`src/rtl/dbpt_pkg.sv`:
```
// ============================================================================
// Path tokenizer package
// Shared constants, codes and record types of the dotted/bracket path
// tokenizer.
// ============================================================================
package dbpt_pkg;

    localparam int MAX_PATH_LEN = 4096;
    localparam int INDEX_WIDTH  = 64;
    localparam int POS_W        = $clog2(MAX_PATH_LEN + 1);
    localparam int OFFSET_W     = 12;
    localparam int LENGTH_W     = 13;
    localparam int INDEX_OUT_W  = 64;
    localparam int KIND_W       = 2;
    localparam int STATUS_W     = 3;
    localparam int QUEUE_DEPTH  = 4;
    localparam int QPTR_W       = $clog2(QUEUE_DEPTH);
    localparam int QCNT_W       = $clog2(QUEUE_DEPTH + 1);

    localparam logic [INDEX_WIDTH-1:0] INDEX_MAX   = '1;
    localparam logic [INDEX_WIDTH-1:0] INDEX_LIMIT =
        (INDEX_MAX - INDEX_WIDTH'(9)) / INDEX_WIDTH'(10);

    localparam logic [7:0] CH_DOT  = 8'h2E;
    localparam logic [7:0] CH_LBR  = 8'h5B;
    localparam logic [7:0] CH_RBR  = 8'h5D;
    localparam logic [7:0] CH_ZERO = 8'h30;
    localparam logic [7:0] CH_NINE = 8'h39;

    typedef enum logic [1:0] {
        MODE_KEY,
        MODE_BRACKET,
        MODE_AFTER,
        MODE_ERROR
    } dbpt_mode_t;

    typedef enum logic [KIND_W-1:0] {
        KIND_KEY    = 2'd0,
        KIND_INDEX  = 2'd1,
        KIND_STATUS = 2'd2
    } dbpt_kind_t;

    typedef enum logic [STATUS_W-1:0] {
        ST_OK            = 3'd0,
        ST_BOUNDARY_DOT  = 3'd1,
        ST_OVERFLOW      = 3'd2,
        ST_EMPTY_INDEX   = 3'd3,
        ST_INVALID_INDEX = 3'd4,
        ST_JUNK          = 3'd5,
        ST_TOO_LONG      = 3'd6
    } dbpt_status_t;

    // One queue entry: the results caused by one byte, a step and/or a status.
    typedef struct packed {
        logic                   step_valid;
        dbpt_kind_t             step_kind;
        logic [OFFSET_W-1:0]    key_offset;
        logic [LENGTH_W-1:0]    key_length;
        logic [INDEX_WIDTH-1:0] index_value;
        logic                   status_valid;
        dbpt_status_t           status;
    } dbpt_entry_t;

    typedef struct packed {
        logic full;
        logic empty;
    } dbpt_qstat_t;

endpackage

```
`src/rtl/dbpt_if.sv`:
```
// ============================================================================
// Path tokenizer channels
// Valid/ready channels for path bytes in and tokenizer results out.
// ============================================================================
interface dbpt_byte_if;
    logic       valid;
    logic       ready;
    logic [7:0] path_byte;
    logic       is_final_byte;

    modport source (output valid, output path_byte, output is_final_byte, input ready);
    modport sink   (input valid, input path_byte, input is_final_byte, output ready);
endinterface

interface dbpt_step_if;
    import dbpt_pkg::*;
    logic                   valid;
    logic                   ready;
    logic [KIND_W-1:0]      step_kind;
    logic [OFFSET_W-1:0]    key_offset;
    logic [LENGTH_W-1:0]    key_length;
    logic [INDEX_OUT_W-1:0] index_value;
    logic [STATUS_W-1:0]    status;
    logic                   run_end;

    modport source (output valid, output step_kind, output key_offset, output key_length,
                    output index_value, output status, output run_end, input ready);
    modport sink   (input valid, input step_kind, input key_offset, input key_length,
                    input index_value, input status, input run_end, output ready);
endinterface

```
`src/rtl/dbpt_front.sv`:
```
// ============================================================================
// Path tokenizer front end
// Classifies each path byte, updates the parse state and forms the queue
// entry that holds the results of that byte.
// ============================================================================
module dbpt_front (
    input  logic                 clk,
    input  logic                 rst_n,
    input  logic                 in_valid,
    input  logic [7:0]           in_byte,
    input  logic                 in_final,
    output logic                 in_ready,
    input  dbpt_pkg::dbpt_qstat_t qstat,
    output logic                 push,
    output dbpt_pkg::dbpt_entry_t entry
);
    import dbpt_pkg::*;

    dbpt_mode_t             mode_reg, mode_next, mode_mid;
    logic                   after_reg, after_next, after_mid;
    logic [POS_W-1:0]       pos_reg, pos_next, pos_mid;
    logic [POS_W-1:0]       seg_reg, seg_next, seg_mid;
    logic [INDEX_WIDTH-1:0] acc_reg, acc_next, acc_mid;
    logic                   dig_reg, dig_next, dig_mid;
    dbpt_status_t           err_reg, err_next, err_mid;
    dbpt_status_t           fail_code;

    logic                   accept;
    logic                   is_dot, is_lbr, is_rbr, is_digit;
    logic                   boundary, active, too_long, proc, overflow;
    logic [INDEX_WIDTH-1:0] acc_mul;
    logic [POS_W-1:0]       byte_len, final_len;
    logic                   byte_key, index_step, final_key;

    assign in_ready = !qstat.full;
    assign accept   = in_valid && in_ready;

    // Byte classes.
    assign is_dot   = (in_byte == CH_DOT);
    assign is_lbr   = (in_byte == CH_LBR);
    assign is_rbr   = (in_byte == CH_RBR);
    assign is_digit = (in_byte >= CH_ZERO) && (in_byte <= CH_NINE);

    assign boundary = in_final && is_dot;
    assign active   = !boundary && (mode_reg != MODE_ERROR);
    assign too_long = (pos_reg >= POS_W'(MAX_PATH_LEN));
    assign proc     = active && !too_long;
    assign overflow = (acc_reg > INDEX_LIMIT);
    assign acc_mul  = (acc_reg << 3) + (acc_reg << 1) + INDEX_WIDTH'(in_byte[3:0]);

    // Next state.
    always_comb
    begin
        mode_mid  = mode_reg;
        after_mid = after_reg;
        pos_mid   = pos_reg;
        seg_mid   = seg_reg;
        acc_mid   = acc_reg;
        dig_mid   = dig_reg;
        err_mid   = err_reg;
        fail_code = ST_OK;

        if (proc)
        begin
            pos_mid = pos_reg + POS_W'(1);
            unique case (mode_reg)
                MODE_KEY:
                begin
                    if (is_dot)
                    begin
                        if (pos_reg == '0)
                        begin
                            fail_code = ST_BOUNDARY_DOT;
                        end
                        else
                        begin
                            seg_mid   = pos_reg + POS_W'(1);
                            after_mid = 1'b1;
                        end
                    end
                    else if (is_lbr)
                    begin
                        after_mid = 1'b0;
                        mode_mid  = MODE_BRACKET;
                        acc_mid   = '0;
                        dig_mid   = 1'b0;
                    end
                end
                MODE_BRACKET:
                begin
                    if (is_digit)
                    begin
                        if (overflow)
                        begin
                            fail_code = ST_OVERFLOW;
                        end
                        else
                        begin
                            acc_mid = acc_mul;
                            dig_mid = 1'b1;
                        end
                    end
                    else if (is_rbr && dig_reg)
                    begin
                        mode_mid = MODE_AFTER;
                    end
                    else
                    begin
                        fail_code = dig_reg ? ST_INVALID_INDEX : ST_EMPTY_INDEX;
                    end
                end
                MODE_AFTER:
                begin
                    if (is_lbr)
                    begin
                        mode_mid = MODE_BRACKET;
                        acc_mid  = '0;
                        dig_mid  = 1'b0;
                    end
                    else if (is_dot)
                    begin
                        after_mid = 1'b1;
                        seg_mid   = pos_reg + POS_W'(1);
                        mode_mid  = MODE_KEY;
                    end
                    else
                    begin
                        fail_code = ST_JUNK;
                    end
                end
                default:
                begin
                    mode_mid = mode_reg;
                end
            endcase
        end
        else if (active && too_long)
        begin
            fail_code = ST_TOO_LONG;
        end

        // A path that ends inside brackets is an index error.
        if (in_final && active && (fail_code == ST_OK) && (mode_mid == MODE_BRACKET))
        begin
            fail_code = dig_mid ? ST_INVALID_INDEX : ST_EMPTY_INDEX;
        end

        if (fail_code != ST_OK)
        begin
            mode_mid = MODE_ERROR;
            err_mid  = fail_code;
        end

        // Every path starts from the reset state.
        if (in_final)
        begin
            mode_next  = MODE_KEY;
            after_next = 1'b0;
            pos_next   = '0;
            seg_next   = '0;
            acc_next   = '0;
            dig_next   = 1'b0;
            err_next   = ST_OK;
        end
        else
        begin
            mode_next  = mode_mid;
            after_next = after_mid;
            pos_next   = pos_mid;
            seg_next   = seg_mid;
            acc_next   = acc_mid;
            dig_next   = dig_mid;
            err_next   = err_mid;
        end
    end

    // Entry forming.
    always_comb
    begin
        byte_len   = pos_reg - seg_reg;
        final_len  = pos_mid - seg_mid;
        byte_key   = proc && (mode_reg == MODE_KEY)
                     && ((is_dot && (pos_reg != '0)) || is_lbr)
                     && ((byte_len != '0) || after_reg);
        index_step = proc && (mode_reg == MODE_BRACKET) && is_rbr && dig_reg;
        final_key  = in_final && !boundary && (mode_mid == MODE_KEY)
                     && ((final_len != '0) || after_mid);

        entry              = '0;
        entry.step_valid   = byte_key || index_step || final_key;
        entry.step_kind    = KIND_KEY;
        entry.status_valid = in_final;
        entry.status       = boundary ? ST_BOUNDARY_DOT : err_mid;

        if (index_step)
        begin
            entry.step_kind   = KIND_INDEX;
            entry.index_value = acc_reg;
        end
        else if (byte_key)
        begin
            entry.key_offset = OFFSET_W'(seg_reg);
            entry.key_length = LENGTH_W'(byte_len);
        end
        else if (final_key)
        begin
            entry.key_offset = OFFSET_W'(seg_mid);
            entry.key_length = LENGTH_W'(final_len);
        end

        push = accept && (entry.step_valid || entry.status_valid);
    end

    always_ff @(posedge clk or negedge rst_n)
    begin
        if (!rst_n)
        begin
            mode_reg  <= MODE_KEY;
            after_reg <= 1'b0;
            pos_reg   <= '0;
            seg_reg   <= '0;
            acc_reg   <= '0;
            dig_reg   <= 1'b0;
            err_reg   <= ST_OK;
        end
        else if (accept)
        begin
            mode_reg  <= mode_next;
            after_reg <= after_next;
            pos_reg   <= pos_next;
            seg_reg   <= seg_next;
            acc_reg   <= acc_next;
            dig_reg   <= dig_next;
            err_reg   <= err_next;
        end
    end

endmodule

```
`src/rtl/dbpt_queue.sv`:
```
// ============================================================================
// Path tokenizer entry queue
// Small first-in first-out queue between the front end and the back end.
// ============================================================================
module dbpt_queue (
    input  logic                  clk,
    input  logic                  rst_n,
    input  logic                  push,
    input  dbpt_pkg::dbpt_entry_t wr_entry,
    input  logic                  pop,
    output dbpt_pkg::dbpt_entry_t rd_entry,
    output dbpt_pkg::dbpt_qstat_t qstat
);
    import dbpt_pkg::*;

    dbpt_entry_t       slot_reg [QUEUE_DEPTH];
    logic [QPTR_W-1:0] wr_ptr_reg, wr_ptr_next;
    logic [QPTR_W-1:0] rd_ptr_reg, rd_ptr_next;
    logic [QCNT_W-1:0] count_reg, count_next;
    logic              do_push, do_pop;

    assign qstat.full  = (count_reg == QCNT_W'(QUEUE_DEPTH));
    assign qstat.empty = (count_reg == '0);
    assign do_push     = push && !qstat.full;
    assign do_pop      = pop && !qstat.empty;
    assign rd_entry    = slot_reg[rd_ptr_reg];

    always_comb
    begin
        wr_ptr_next = do_push ? wr_ptr_reg + QPTR_W'(1) : wr_ptr_reg;
        rd_ptr_next = do_pop ? rd_ptr_reg + QPTR_W'(1) : rd_ptr_reg;
        count_next  = count_reg;
        if (do_push && !do_pop)
        begin
            count_next = count_reg + QCNT_W'(1);
        end
        else if (do_pop && !do_push)
        begin
            count_next = count_reg - QCNT_W'(1);
        end
    end

    always_ff @(posedge clk)
    begin
        if (do_push)
        begin
            slot_reg[wr_ptr_reg] <= wr_entry;
        end
    end

    always_ff @(posedge clk or negedge rst_n)
    begin
        if (!rst_n)
        begin
            wr_ptr_reg <= '0;
            rd_ptr_reg <= '0;
            count_reg  <= '0;
        end
        else
        begin
            wr_ptr_reg <= wr_ptr_next;
            rd_ptr_reg <= rd_ptr_next;
            count_reg  <= count_next;
        end
    end

endmodule

```
`src/rtl/dbpt_back.sv`:
```
// ============================================================================
// Path tokenizer back end
// Takes queue entries into an output register and presents the step and
// then the status of each entry as separate result transactions.
// ============================================================================
module dbpt_back (
    input  logic                  clk,
    input  logic                  rst_n,
    input  dbpt_pkg::dbpt_entry_t rd_entry,
    input  dbpt_pkg::dbpt_qstat_t qstat,
    output logic                  pop,
    dbpt_step_if.source           out_step
);
    import dbpt_pkg::*;

    dbpt_entry_t cur_reg, cur_next;
    logic        step_pend_reg, step_pend_next;
    logic        stat_pend_reg, stat_pend_next;
    logic        out_fire, finishing, busy;

    assign busy      = step_pend_reg || stat_pend_reg;
    assign out_fire  = busy && out_step.ready;
    assign finishing = out_fire && !(step_pend_reg && stat_pend_reg);
    assign pop       = !qstat.empty && (!busy || finishing);

    always_comb
    begin
        cur_next       = cur_reg;
        step_pend_next = step_pend_reg;
        stat_pend_next = stat_pend_reg;
        if (pop)
        begin
            cur_next       = rd_entry;
            step_pend_next = rd_entry.step_valid;
            stat_pend_next = rd_entry.status_valid;
        end
        else if (finishing)
        begin
            step_pend_next = 1'b0;
            stat_pend_next = 1'b0;
        end
        else if (out_fire)
        begin
            // Step taken, its status follows.
            step_pend_next = 1'b0;
        end
    end

    always_comb
    begin
        out_step.valid       = busy;
        out_step.step_kind   = KIND_W'(KIND_STATUS);
        out_step.key_offset  = '0;
        out_step.key_length  = '0;
        out_step.index_value = '0;
        out_step.status      = STATUS_W'(cur_reg.status);
        out_step.run_end     = 1'b1;
        if (step_pend_reg)
        begin
            out_step.step_kind   = KIND_W'(cur_reg.step_kind);
            out_step.key_offset  = cur_reg.key_offset;
            out_step.key_length  = cur_reg.key_length;
            out_step.index_value = INDEX_OUT_W'(cur_reg.index_value);
            out_step.status      = STATUS_W'(ST_OK);
            out_step.run_end     = 1'b0;
        end
    end

    always_ff @(posedge clk)
    begin
        cur_reg <= cur_next;
    end

    always_ff @(posedge clk or negedge rst_n)
    begin
        if (!rst_n)
        begin
            step_pend_reg <= 1'b0;
            stat_pend_reg <= 1'b0;
        end
        else
        begin
            step_pend_reg <= step_pend_next;
            stat_pend_reg <= stat_pend_next;
        end
    end

endmodule

```
`src/rtl/dotted_bracket_path_tokenizer.sv`:
```
// ============================================================================
// Dotted/bracket path tokenizer
// Splits path text such as "a.b[3].c" into key steps, index steps and a
// final status, one path byte per clock while its queue has room.
// ============================================================================
// The block takes one path byte per transaction on in_byte and, without any
// gap, can take a new byte on every clock while the queue is not full. A
// byte is classified and the parse state is updated in the same cycle it
// is accepted, so the only loop is that state update. The results of a
// byte (at most a key or index step plus, on the final byte, the end-of-path
// status) are written as one entry into a four-entry queue; the back end
// moves entries into its output register and presents each result as its
// own transaction on out_step. A result passes through the queue and the
// output register before it is presented. A byte that causes two results
// keeps the output busy for two transactions, and the queue absorbs that;
// in_byte.ready drops only when the queue is full. A status transaction
// carries run_end = 1 and closes the path; if its status is not ok, every
// step sent earlier for that path is void. After an error no further steps
// are sent for that path. An empty path sends nothing.
module dotted_bracket_path_tokenizer (
    input  logic        clk,
    input  logic        rst_n,
    dbpt_byte_if.sink   in_byte,
    dbpt_step_if.source out_step
);
    import dbpt_pkg::*;

    logic        q_push;
    logic        q_pop;
    dbpt_entry_t q_wr_entry;
    dbpt_entry_t q_rd_entry;
    dbpt_qstat_t q_stat;

    // Front end: classification and parse state.
    dbpt_front u_front (
        .clk      (clk),
        .rst_n    (rst_n),
        .in_valid (in_byte.valid),
        .in_byte  (in_byte.path_byte),
        .in_final (in_byte.is_final_byte),
        .in_ready (in_byte.ready),
        .qstat    (q_stat),
        .push     (q_push),
        .entry    (q_wr_entry)
    );

    // Queue decoupling the two halves.
    dbpt_queue u_queue (
        .clk      (clk),
        .rst_n    (rst_n),
        .push     (q_push),
        .wr_entry (q_wr_entry),
        .pop      (q_pop),
        .rd_entry (q_rd_entry),
        .qstat    (q_stat)
    );

    // Back end: result sequencing and output register.
    dbpt_back u_back (
        .clk      (clk),
        .rst_n    (rst_n),
        .rd_entry (q_rd_entry),
        .qstat    (q_stat),
        .pop      (q_pop),
        .out_step (out_step)
    );

    // The front end never writes into a full queue.
    a_no_overflow: assert property (@(posedge clk) disable iff (!rst_n)
        !(q_push && q_stat.full))
        else $error("queue written while full");

    // A final byte always leaves a status entry behind.
    a_final_queued: assert property (@(posedge clk) disable iff (!rst_n)
        (in_byte.valid && in_byte.ready && in_byte.is_final_byte) |=> !q_stat.empty)
        else $error("final byte left no entry");

    // Only status transactions close a path.
    a_run_end_kind: assert property (@(posedge clk) disable iff (!rst_n)
        out_step.valid |->
            (out_step.run_end == (out_step.step_kind == KIND_W'(KIND_STATUS))))
        else $error("run_end and step kind disagree");

    // The back end only takes an entry that is present.
    a_pop_nonempty: assert property (@(posedge clk) disable iff (!rst_n)
        q_pop |-> !q_stat.empty)
        else $error("entry taken from empty queue");

endmodule

```
`src/flat_wrapper.sv`:
```
// flat-port wrapper written by rule: the top's interface ports become plain ports
module dotted_bracket_path_tokenizer_flat import dbpt_pkg::*;
  (clk, rst_n, in_byte_valid, in_byte_path_byte, in_byte_is_final_byte, in_byte_ready, out_step_valid, out_step_step_kind, out_step_key_offset, out_step_key_length, out_step_index_value, out_step_status, out_step_run_end, out_step_ready);
  dbpt_byte_if in_byte_i ();
  dbpt_step_if out_step_i ();
  input  logic clk;
  input  logic rst_n;
  input wire logic [$bits(in_byte_i.valid)-1:0] in_byte_valid;
  input wire logic [$bits(in_byte_i.path_byte)-1:0] in_byte_path_byte;
  input wire logic [$bits(in_byte_i.is_final_byte)-1:0] in_byte_is_final_byte;
  output wire logic [$bits(in_byte_i.ready)-1:0] in_byte_ready;
  output wire logic [$bits(out_step_i.valid)-1:0] out_step_valid;
  output wire logic [$bits(out_step_i.step_kind)-1:0] out_step_step_kind;
  output wire logic [$bits(out_step_i.key_offset)-1:0] out_step_key_offset;
  output wire logic [$bits(out_step_i.key_length)-1:0] out_step_key_length;
  output wire logic [$bits(out_step_i.index_value)-1:0] out_step_index_value;
  output wire logic [$bits(out_step_i.status)-1:0] out_step_status;
  output wire logic [$bits(out_step_i.run_end)-1:0] out_step_run_end;
  input wire logic [$bits(out_step_i.ready)-1:0] out_step_ready;
  assign in_byte_i.valid = in_byte_valid;
  assign in_byte_i.path_byte = in_byte_path_byte;
  assign in_byte_i.is_final_byte = in_byte_is_final_byte;
  assign in_byte_ready = in_byte_i.ready;
  assign out_step_valid = out_step_i.valid;
  assign out_step_step_kind = out_step_i.step_kind;
  assign out_step_key_offset = out_step_i.key_offset;
  assign out_step_key_length = out_step_i.key_length;
  assign out_step_index_value = out_step_i.index_value;
  assign out_step_status = out_step_i.status;
  assign out_step_run_end = out_step_i.run_end;
  assign out_step_i.ready = out_step_ready;
  dotted_bracket_path_tokenizer u_core (.clk(clk), .rst_n(rst_n), .in_byte(in_byte_i), .out_step(out_step_i));
endmodule
```
`config.mk`:
```
export PLATFORM = sky130hd
export DESIGN_NAME = dotted_bracket_path_tokenizer_flat
export DESIGN_NICKNAME = d
export VERILOG_FILES = /design/src/rtl/dbpt_pkg.sv /design/src/rtl/dbpt_if.sv /design/src/rtl/dbpt_front.sv /design/src/rtl/dbpt_queue.sv /design/src/rtl/dbpt_back.sv /design/src/rtl/dotted_bracket_path_tokenizer.sv /design/src/flat_wrapper.sv
export SDC_FILE = /design/constraint.sdc
export NUM_CORES = 1
export LEC_CHECK = 0
export BUFFER_PORTS_ARGS = -buffer_cell sky130_fd_sc_hd__buf_2
export CAP_MARGIN = 20
export CORE_ASPECT_RATIO = 0.9
export CORE_UTILIZATION = 51
export DETAILED_ROUTE_END_ITERATION = 16
export PLACE_DENSITY = 0.68
export SYNTH_ARGS = -nofsm -noshare
export SYNTH_HDL_FRONTEND = slang
export SYNTH_HIERARCHICAL = 1
export SYNTH_SLANG_ARGS = --single-unit
```
`constraint.sdc`:
```
create_clock -name clk -period 8.1 [get_ports clk]
set_clock_uncertainty 0.15 [all_clocks]
set_input_delay 0 -clock clk [delete_from_list [all_inputs] [get_ports clk]]
set_output_delay 0 -clock clk [all_outputs]
set_load 0.1 [all_outputs]
```
After elaboration in Yosys (flattened, before gate mapping):

Memory sizes are Yosys's and may differ from the RTL's.
Index checks and enable logic that the tools add are counted.

* memories: 1
* output and inout port bits: 97
* bits in writable memories: 380
* register bits after elaboration: 200

* add/sub/neg operators: 9
* reductions and logical operators: 60
* $lt $le $gt $ge: 4
* equality and inequality tests: 11
* mux-type cells: 77

Memory list
* u_core.u_queue.slot_reg: depth 4, bits a word 95, rd ports 1, clocked after memory_dff 0, wr ports 1, RTL line dbpt_queue.sv:16 `dbpt_entry_t slot_reg [QUEUE_DEPTH];`

Operators with widths (number)
* 2-to-1 mux 64 bit: 8
* case mux 64 bit (3 select lines): 1
* 2-to-1 mux 13 bit: 9
* 2-to-1 mux 25 bit: 3
* adder 64 x 4 -> 64 bit: 1
* adder 64 bit: 1
* greater-than comparator 64 x 61 -> 1 bit (second input constant): 1
* 2-to-1 mux 3 bit: 15
* nonzero test 13 bit: 3
* logical AND 1 bit: 29
* case mux 13 bit (2 select lines): 1
* subtractor 13 bit: 2
* 2-to-1 mux 1 bit: 24
* 2-to-1 mux 2 bit: 11
* equality test 8 x 7 -> 1 bit (second input constant): 2
* adder 13 x 1 -> 13 bit (second input constant): 1
* greater-or-equal comparator 13 bit (second input constant): 1
* zero test 13 bit: 1
* 2-to-1 mux 12 bit: 1
* != test 3 bit (second input constant): 3
* case mux 3 bit (3 select lines): 1
* equality test 8 x 6 -> 1 bit (second input constant): 1
* greater-or-equal comparator 8 x 6 -> 1 bit (second input constant): 1
* less-or-equal comparator 8 x 6 -> 1 bit (second input constant): 1
* 18 further kinds: 39

Longest topological paths before layout:

* depth after elaboration: 24
* mapped depth: 21
* mapped depth without buffers: 20

Modules after synthesis:

The synthesis kept the hierarchy.

Modules (own cells, without submodules)
* dbpt_queue: cells each 538, sequential area each 11706.2 um^2, instances 1, area each 14252.4 um^2
* dbpt_front: cells each 1417, sequential area each 2427.3 um^2, instances 1, area each 11199.5 um^2
* dbpt_back: cells each 211, sequential area each 2872.8 um^2, instances 1, area each 3587.2 um^2

Worst setup path before layout:

Ideal clock, no wire load.

* path kind: flip-flop to flip-flop
* start: reg u_core.u_back.step_pend_reg
* end: reg u_core.u_queue.count_reg[1]
* slack: 1.389 ns
* clock period less this slack: 6.711 ns
* stages on the path, launching flop included: 9
* arrival: 6.436 ns
* data required time: 7.825 ns
* path through: dfrtp_1 > buf_6 > maj3_2 > nor2_1 > nand2_1 > ha_1 > inv_1 > fa_1 > mux2_2

* word-level cells in the longest chain between the ends: 9
* elaborated cells on any way between the ends: 14
* those cells by class: mux (1); reduce/logical (13)

RTL lines
* start, declared: RTL line dbpt_back.sv:17 `logic step_pend_reg, step_pend_next;`
* start signal, assigned: RTL line dbpt_back.sv:83 `step_pend_reg <= step_pend_next;`
* logical OR 1 bit / logical AND 1 bit (equally long branches): RTL line dbpt_back.sv:21, dbpt_back.sv:23
* logical AND 1 bit / zero test 1 bit (equally long branches): RTL line dbpt_back.sv:22, dbpt_back.sv:23
* logical AND 1 bit: RTL line dbpt_back.sv:23 `assign finishing = out_fire && !(step_pend_reg && stat_pend_reg);`
* logical OR 1 bit *: RTL line dbpt_back.sv:24 `assign pop = !qstat.empty && (!busy || finishing);`
* logical AND 1 bit *: RTL line dbpt_back.sv:24
* via u_core.q_pop: RTL line dotted_bracket_path_tokenizer.sv:29 `logic q_pop;`
* logical AND 1 bit *: RTL line dbpt_queue.sv:25 `assign do_pop = pop && !qstat.empty;`
* zero test 1 bit *: RTL line dbpt_queue.sv:33 `if (do_push && !do_pop)`
* logical AND 1 bit *: RTL line dbpt_queue.sv:33
* 2-to-1 mux 3 bit *: RTL line dbpt_queue.sv:33
* via u_core.u_queue.count_next[1]: RTL line dbpt_queue.sv:19 `logic [QCNT_W-1:0] count_reg, count_next;`
* end signal, assigned: RTL line dbpt_queue.sv:63 `count_reg <= count_next;`
* end, declared: RTL line dbpt_queue.sv:19

The timed path passes the listed nets; every way through them passes the cells marked *.
A chain may end at the register's enable or synchronous reset.

==> impl_metrics.py <==
metrics = {
    "outcome": {
        "status": "completed",
    },
    "clock_network": {
        "root_buffer": "clkbuf_16",
        "htreeDepth": 2,
        "cts_setup_buffers": 0,
        "cts_resized": 0,
        "cts_tree": "done",
        "clk-insertion-delay-late_ps": 620,
        "cts.sinks": 584,
        "cts.path.max_buffers": 3,
        "numCtsBuffers": 58,
        "clkTransAtPathRegs_ps": 60,
        "postCtsHoldBufs": 11,
    },
    "grt": {
        "antenna_found_initial": 1,
        "grt_pass1_wl_um": 102000,
        "grt_max_degree": 99,
        "grt.total_usage": 0.229,
        "grt_pass1_vias": 18200,
        "grt_overflow_total": 0,
    },
    "final_layout": {
        "fillCellCount": 4411,
        "num-nets-final": 2441,
        "final_cells": 3071,
        "syn_to_final_growth_pct": 11.1,
        "antenna_cells": 0,
        "largest_reg_flops": 384,
        "drive_above_1_share": 0.156,
    },
    "timing": {
        "fin_crit_sh": 0.764,
        "maxSlewHeadroom": 0.284,
        "finalSetupViolCount": 0,
        "grt_setup_unrepaired": "false",
        "tns_ps": 0,
        "hold_viol": 0,
        "min_period_ps": 6190,
        "drv_slew": 0,
        "worst_slew_pin_slew_ps": 1070,
        "max_freq_ghz": 0.162,
    },
    "setup_path": {
        "crit_arrival_ps": 6350,
        "crit_type": "reg2reg",
        "critPathCaptureType": "flip-flop",
        "path_delay_family": "simple AND/OR/NAND/NOR gates",
        "crit_buf_inv": 0,
        "cpMostUsedCell": "o21ai_0",
        "slowest_delay_ps": 630,
        "slowest_stage": "nand3_1",
        "cp-start-kind": "flip-flop",
        "crit_chain": "ha_1 -> or3_1 -> nor4_1 -> nand3_1 -> nand2_1 -> o21ai_0 -> ha_1 -> fa_1 -> nor2b_1 -> o21ai_0 -> a21oi_1 -> o21ai_0 -> xor2_1 -> nor4bb_1 -> o2111ai_1 -> o21bai_4 -> o21ai_0",
        "required_ps": 8260,
        "path_max_fanout": 12,
    },
    "synth": {
        "post-synth-top-area-fraction": 0.494,
        "syn_nets": 2341,
        "seq_area_frac_synth": 0.586,
        "avgSynthCellArea_um2": 13.4,
        "synth.area.top_cells": "edfxtp_1, dfrtp_1, mux4_2, ha_1, and2_1",
        "synthesis.area_um2": 29000,
        "async_flop_share": 0.182,
        "syn_inst": 2166,
        "yosysWarningCount": 6,
        "synth-edff-count": 478,
        "ys_top_cells_by_count": "edfxtp_1, and2_1, nand2_1",
        "ys_ff_latch": 584,
        "ys.flop_type": "edfxtp_1",
        "yosysMostFrequentCell": "edfxtp_1",
        "synth_top_area_cell": "edfxtp_1",
        "yosysUniqueCellTypes": 85,
    },
    "floorplan": {
        "die_h_um": 228,
        "die_area_um2": 57900,
        "die_w_um": 254,
        "coreArea_um2": 55900,
        "rows": 82,
        "start_util": 0.519,
        "io_pins": 110,
    },
    "routing": {
        "via_count": 18300,
        "ant_nets": 0,
        "drt-total-wl_um": 65500,
        "firstDrtPassIters": 6,
        "drc_errors": 0,
        "drt_iter0_drc": 1589,
        "detail_route.wl_per_cell_um": 21.3,
        "avgViaCountPerCell": 5.97,
    },
    "placed_design": {
        "routabilityCongestion": 0.925,
        "hpwl_um": 43500,
        "portBuffers": 109,
        "placed_cells": 2950,
    },
    "power_and_ir_drop": {
        "power_frac_clock": 0.239,
        "pwr-share-seq": 0.387,
        "power.density_nw_per_um2": 332,
        "combPwrFrac": 0.374,
        "p_leak_nw": 12.7,
        "ir_drop_v": 0.000211,
        "sw_frac_of_total": 0.397,
        "internal-power_mw": 6.46,
        "p_sw_mw": 4.25,
    },
    "hold_path": {
        "hp-class": "in2reg",
    },
    "job": {
        "cap_violations": 0,
    },
}
power by group through the flow:
stage                     Clock, mW  Combinational [mW]  Sequential, mW
after floorplan                   0                3.33            4.12
final                          2.56                4.00            4.15
after global placement            0                3.98            4.20
after global routing           2.74                4.23            4.20
after CTS                      2.63                4.04            4.16
after detailed placement          0                4.03            4.22
routing by layer:
layer / GRT usage / wire [um] / up-vias
li1: - / - / 8467
met1: 0.338 / 29700 / 9168
met2: 0.358 / 30300 / 618
met3: 0.0378 / 4430 / 94
met4: 0.0496 / 1080 / 0
met5: 0 / 0 / -
layout by cell type, fill, tap and decap left out, drive strengths merged, types with 7 or more instances in the layout:
| cell | netlist | routed |
|---|---|---|
| dlygate4sd3 | 0 | 10 |
| or2 | 14 | 14 |
| o22ai | 25 | 25 |
| nand3 | 23 | 23 |
| a21oi | 91 | 91 |
| nor2b | 14 | 14 |
| clkbuf | 69 | 80 |
| nor2 | 78 | 78 |
| o31ai | 18 | 18 |
| edfxtp | 478 | 478 |
| a21o | 28 | 28 |
| clkinv | 1 | 24 |
| o21a | 24 | 24 |
| a211oi | 9 | 9 |
| xnor2 | 48 | 48 |
| o21ai | 130 | 130 |
| xor2 | 44 | 44 |
| or3 | 11 | 11 |
| or4 | 8 | 8 |
| o31a | 7 | 7 |
| a22o | 20 | 20 |
| nor3 | 32 | 32 |
| mux4 | 96 | 96 |
| buf | 32 | 130 |
| nand4 | 25 | 25 |
| and2 | 170 | 170 |
| o211ai | 21 | 21 |
| a211o | 7 | 7 |
| and3 | 22 | 22 |
| a31oi | 9 | 9 |
| inv | 57 | 59 |
| dfrtp | 106 | 106 |
| nor4 | 9 | 9 |
| a21boi | 7 | 7 |
| o21bai | 12 | 12 |
| ha | 157 | 157 |
| nand2 | 169 | 169 |
cells by family after synthesis:
| group | synth area share |
|---|---|
| other | 0.000129 |
| XOR/XNOR | 0.0277 |
| AND/OR/NAND/NOR | 0.109 |
| multiplexers | 0.0773 |
| AO/OA/AOI/OAI | 0.104 |
| adder cells (fa/ha/maj) | 0.0715 |
| flip-flops | 0.586 |
| buffers and inverters | 0.0240 |
metrics by stage:
stage / utilization / area, um2 / setup WS (ps) / power [mW] / hold slack, ps
after global routing: 0.577 / 32300 / 1580 / 11.2 / 97.7
after global placement: 0.542 / 30300 / 2310 / 8.18 / -38.6
after detailed placement: 0.542 / 30300 / 2140 / 8.24 / -35.5
final: 0.577 / 32300 / 1910 / 10.7 / 60.4
after CTS: 0.577 / 32300 / 2140 / 10.8 / 30.0
after floorplan: - / 29000 / 1390 / 7.45 / -446
area by class of cell:
class	count	area [um2]	share of cell area
inverter	58	218	0.00675
timing repair buffer	141	881	0.0273
tap	756	946	0.0293
clock inverter	30	233	0.00721
sequential	584	17000	0.527
multi-input combinational	1423	11400	0.352
clock buffer	79	1600	0.0496
worst min-delay path, cell delays in order:
cell     delay [ps]
buf_2           140
fa_1            240
ha_1            190
xor2_1           70
o21ai_0         130
path summary, 6_finish.rpt:
check / from / endpoint / slack [ps] / cells after the start
min in group asynchronous: rst_n / u_core/u_front/acc_reg[4] / 390 / 4
min: in_byte_path_byte[3] / u_core/u_front/acc_reg[4] / 60 / 5
max in group asynchronous: rst_n / u_core/u_queue/rd_ptr_reg[0] / 6580 / 4
max: u_core/u_front/mode_reg[0] / u_core/u_queue/slot_reg[0][92] / 1910 / 17
min reg2reg: u_core/u_front/err_reg[2] / u_core/u_front/err_reg[2] / 320 / 2
max reg2reg: u_core/u_front/mode_reg[0] / u_core/u_queue/slot_reg[0][92] / 1910 / 17
No activity file was read; power rests on OpenSTA's default activity.
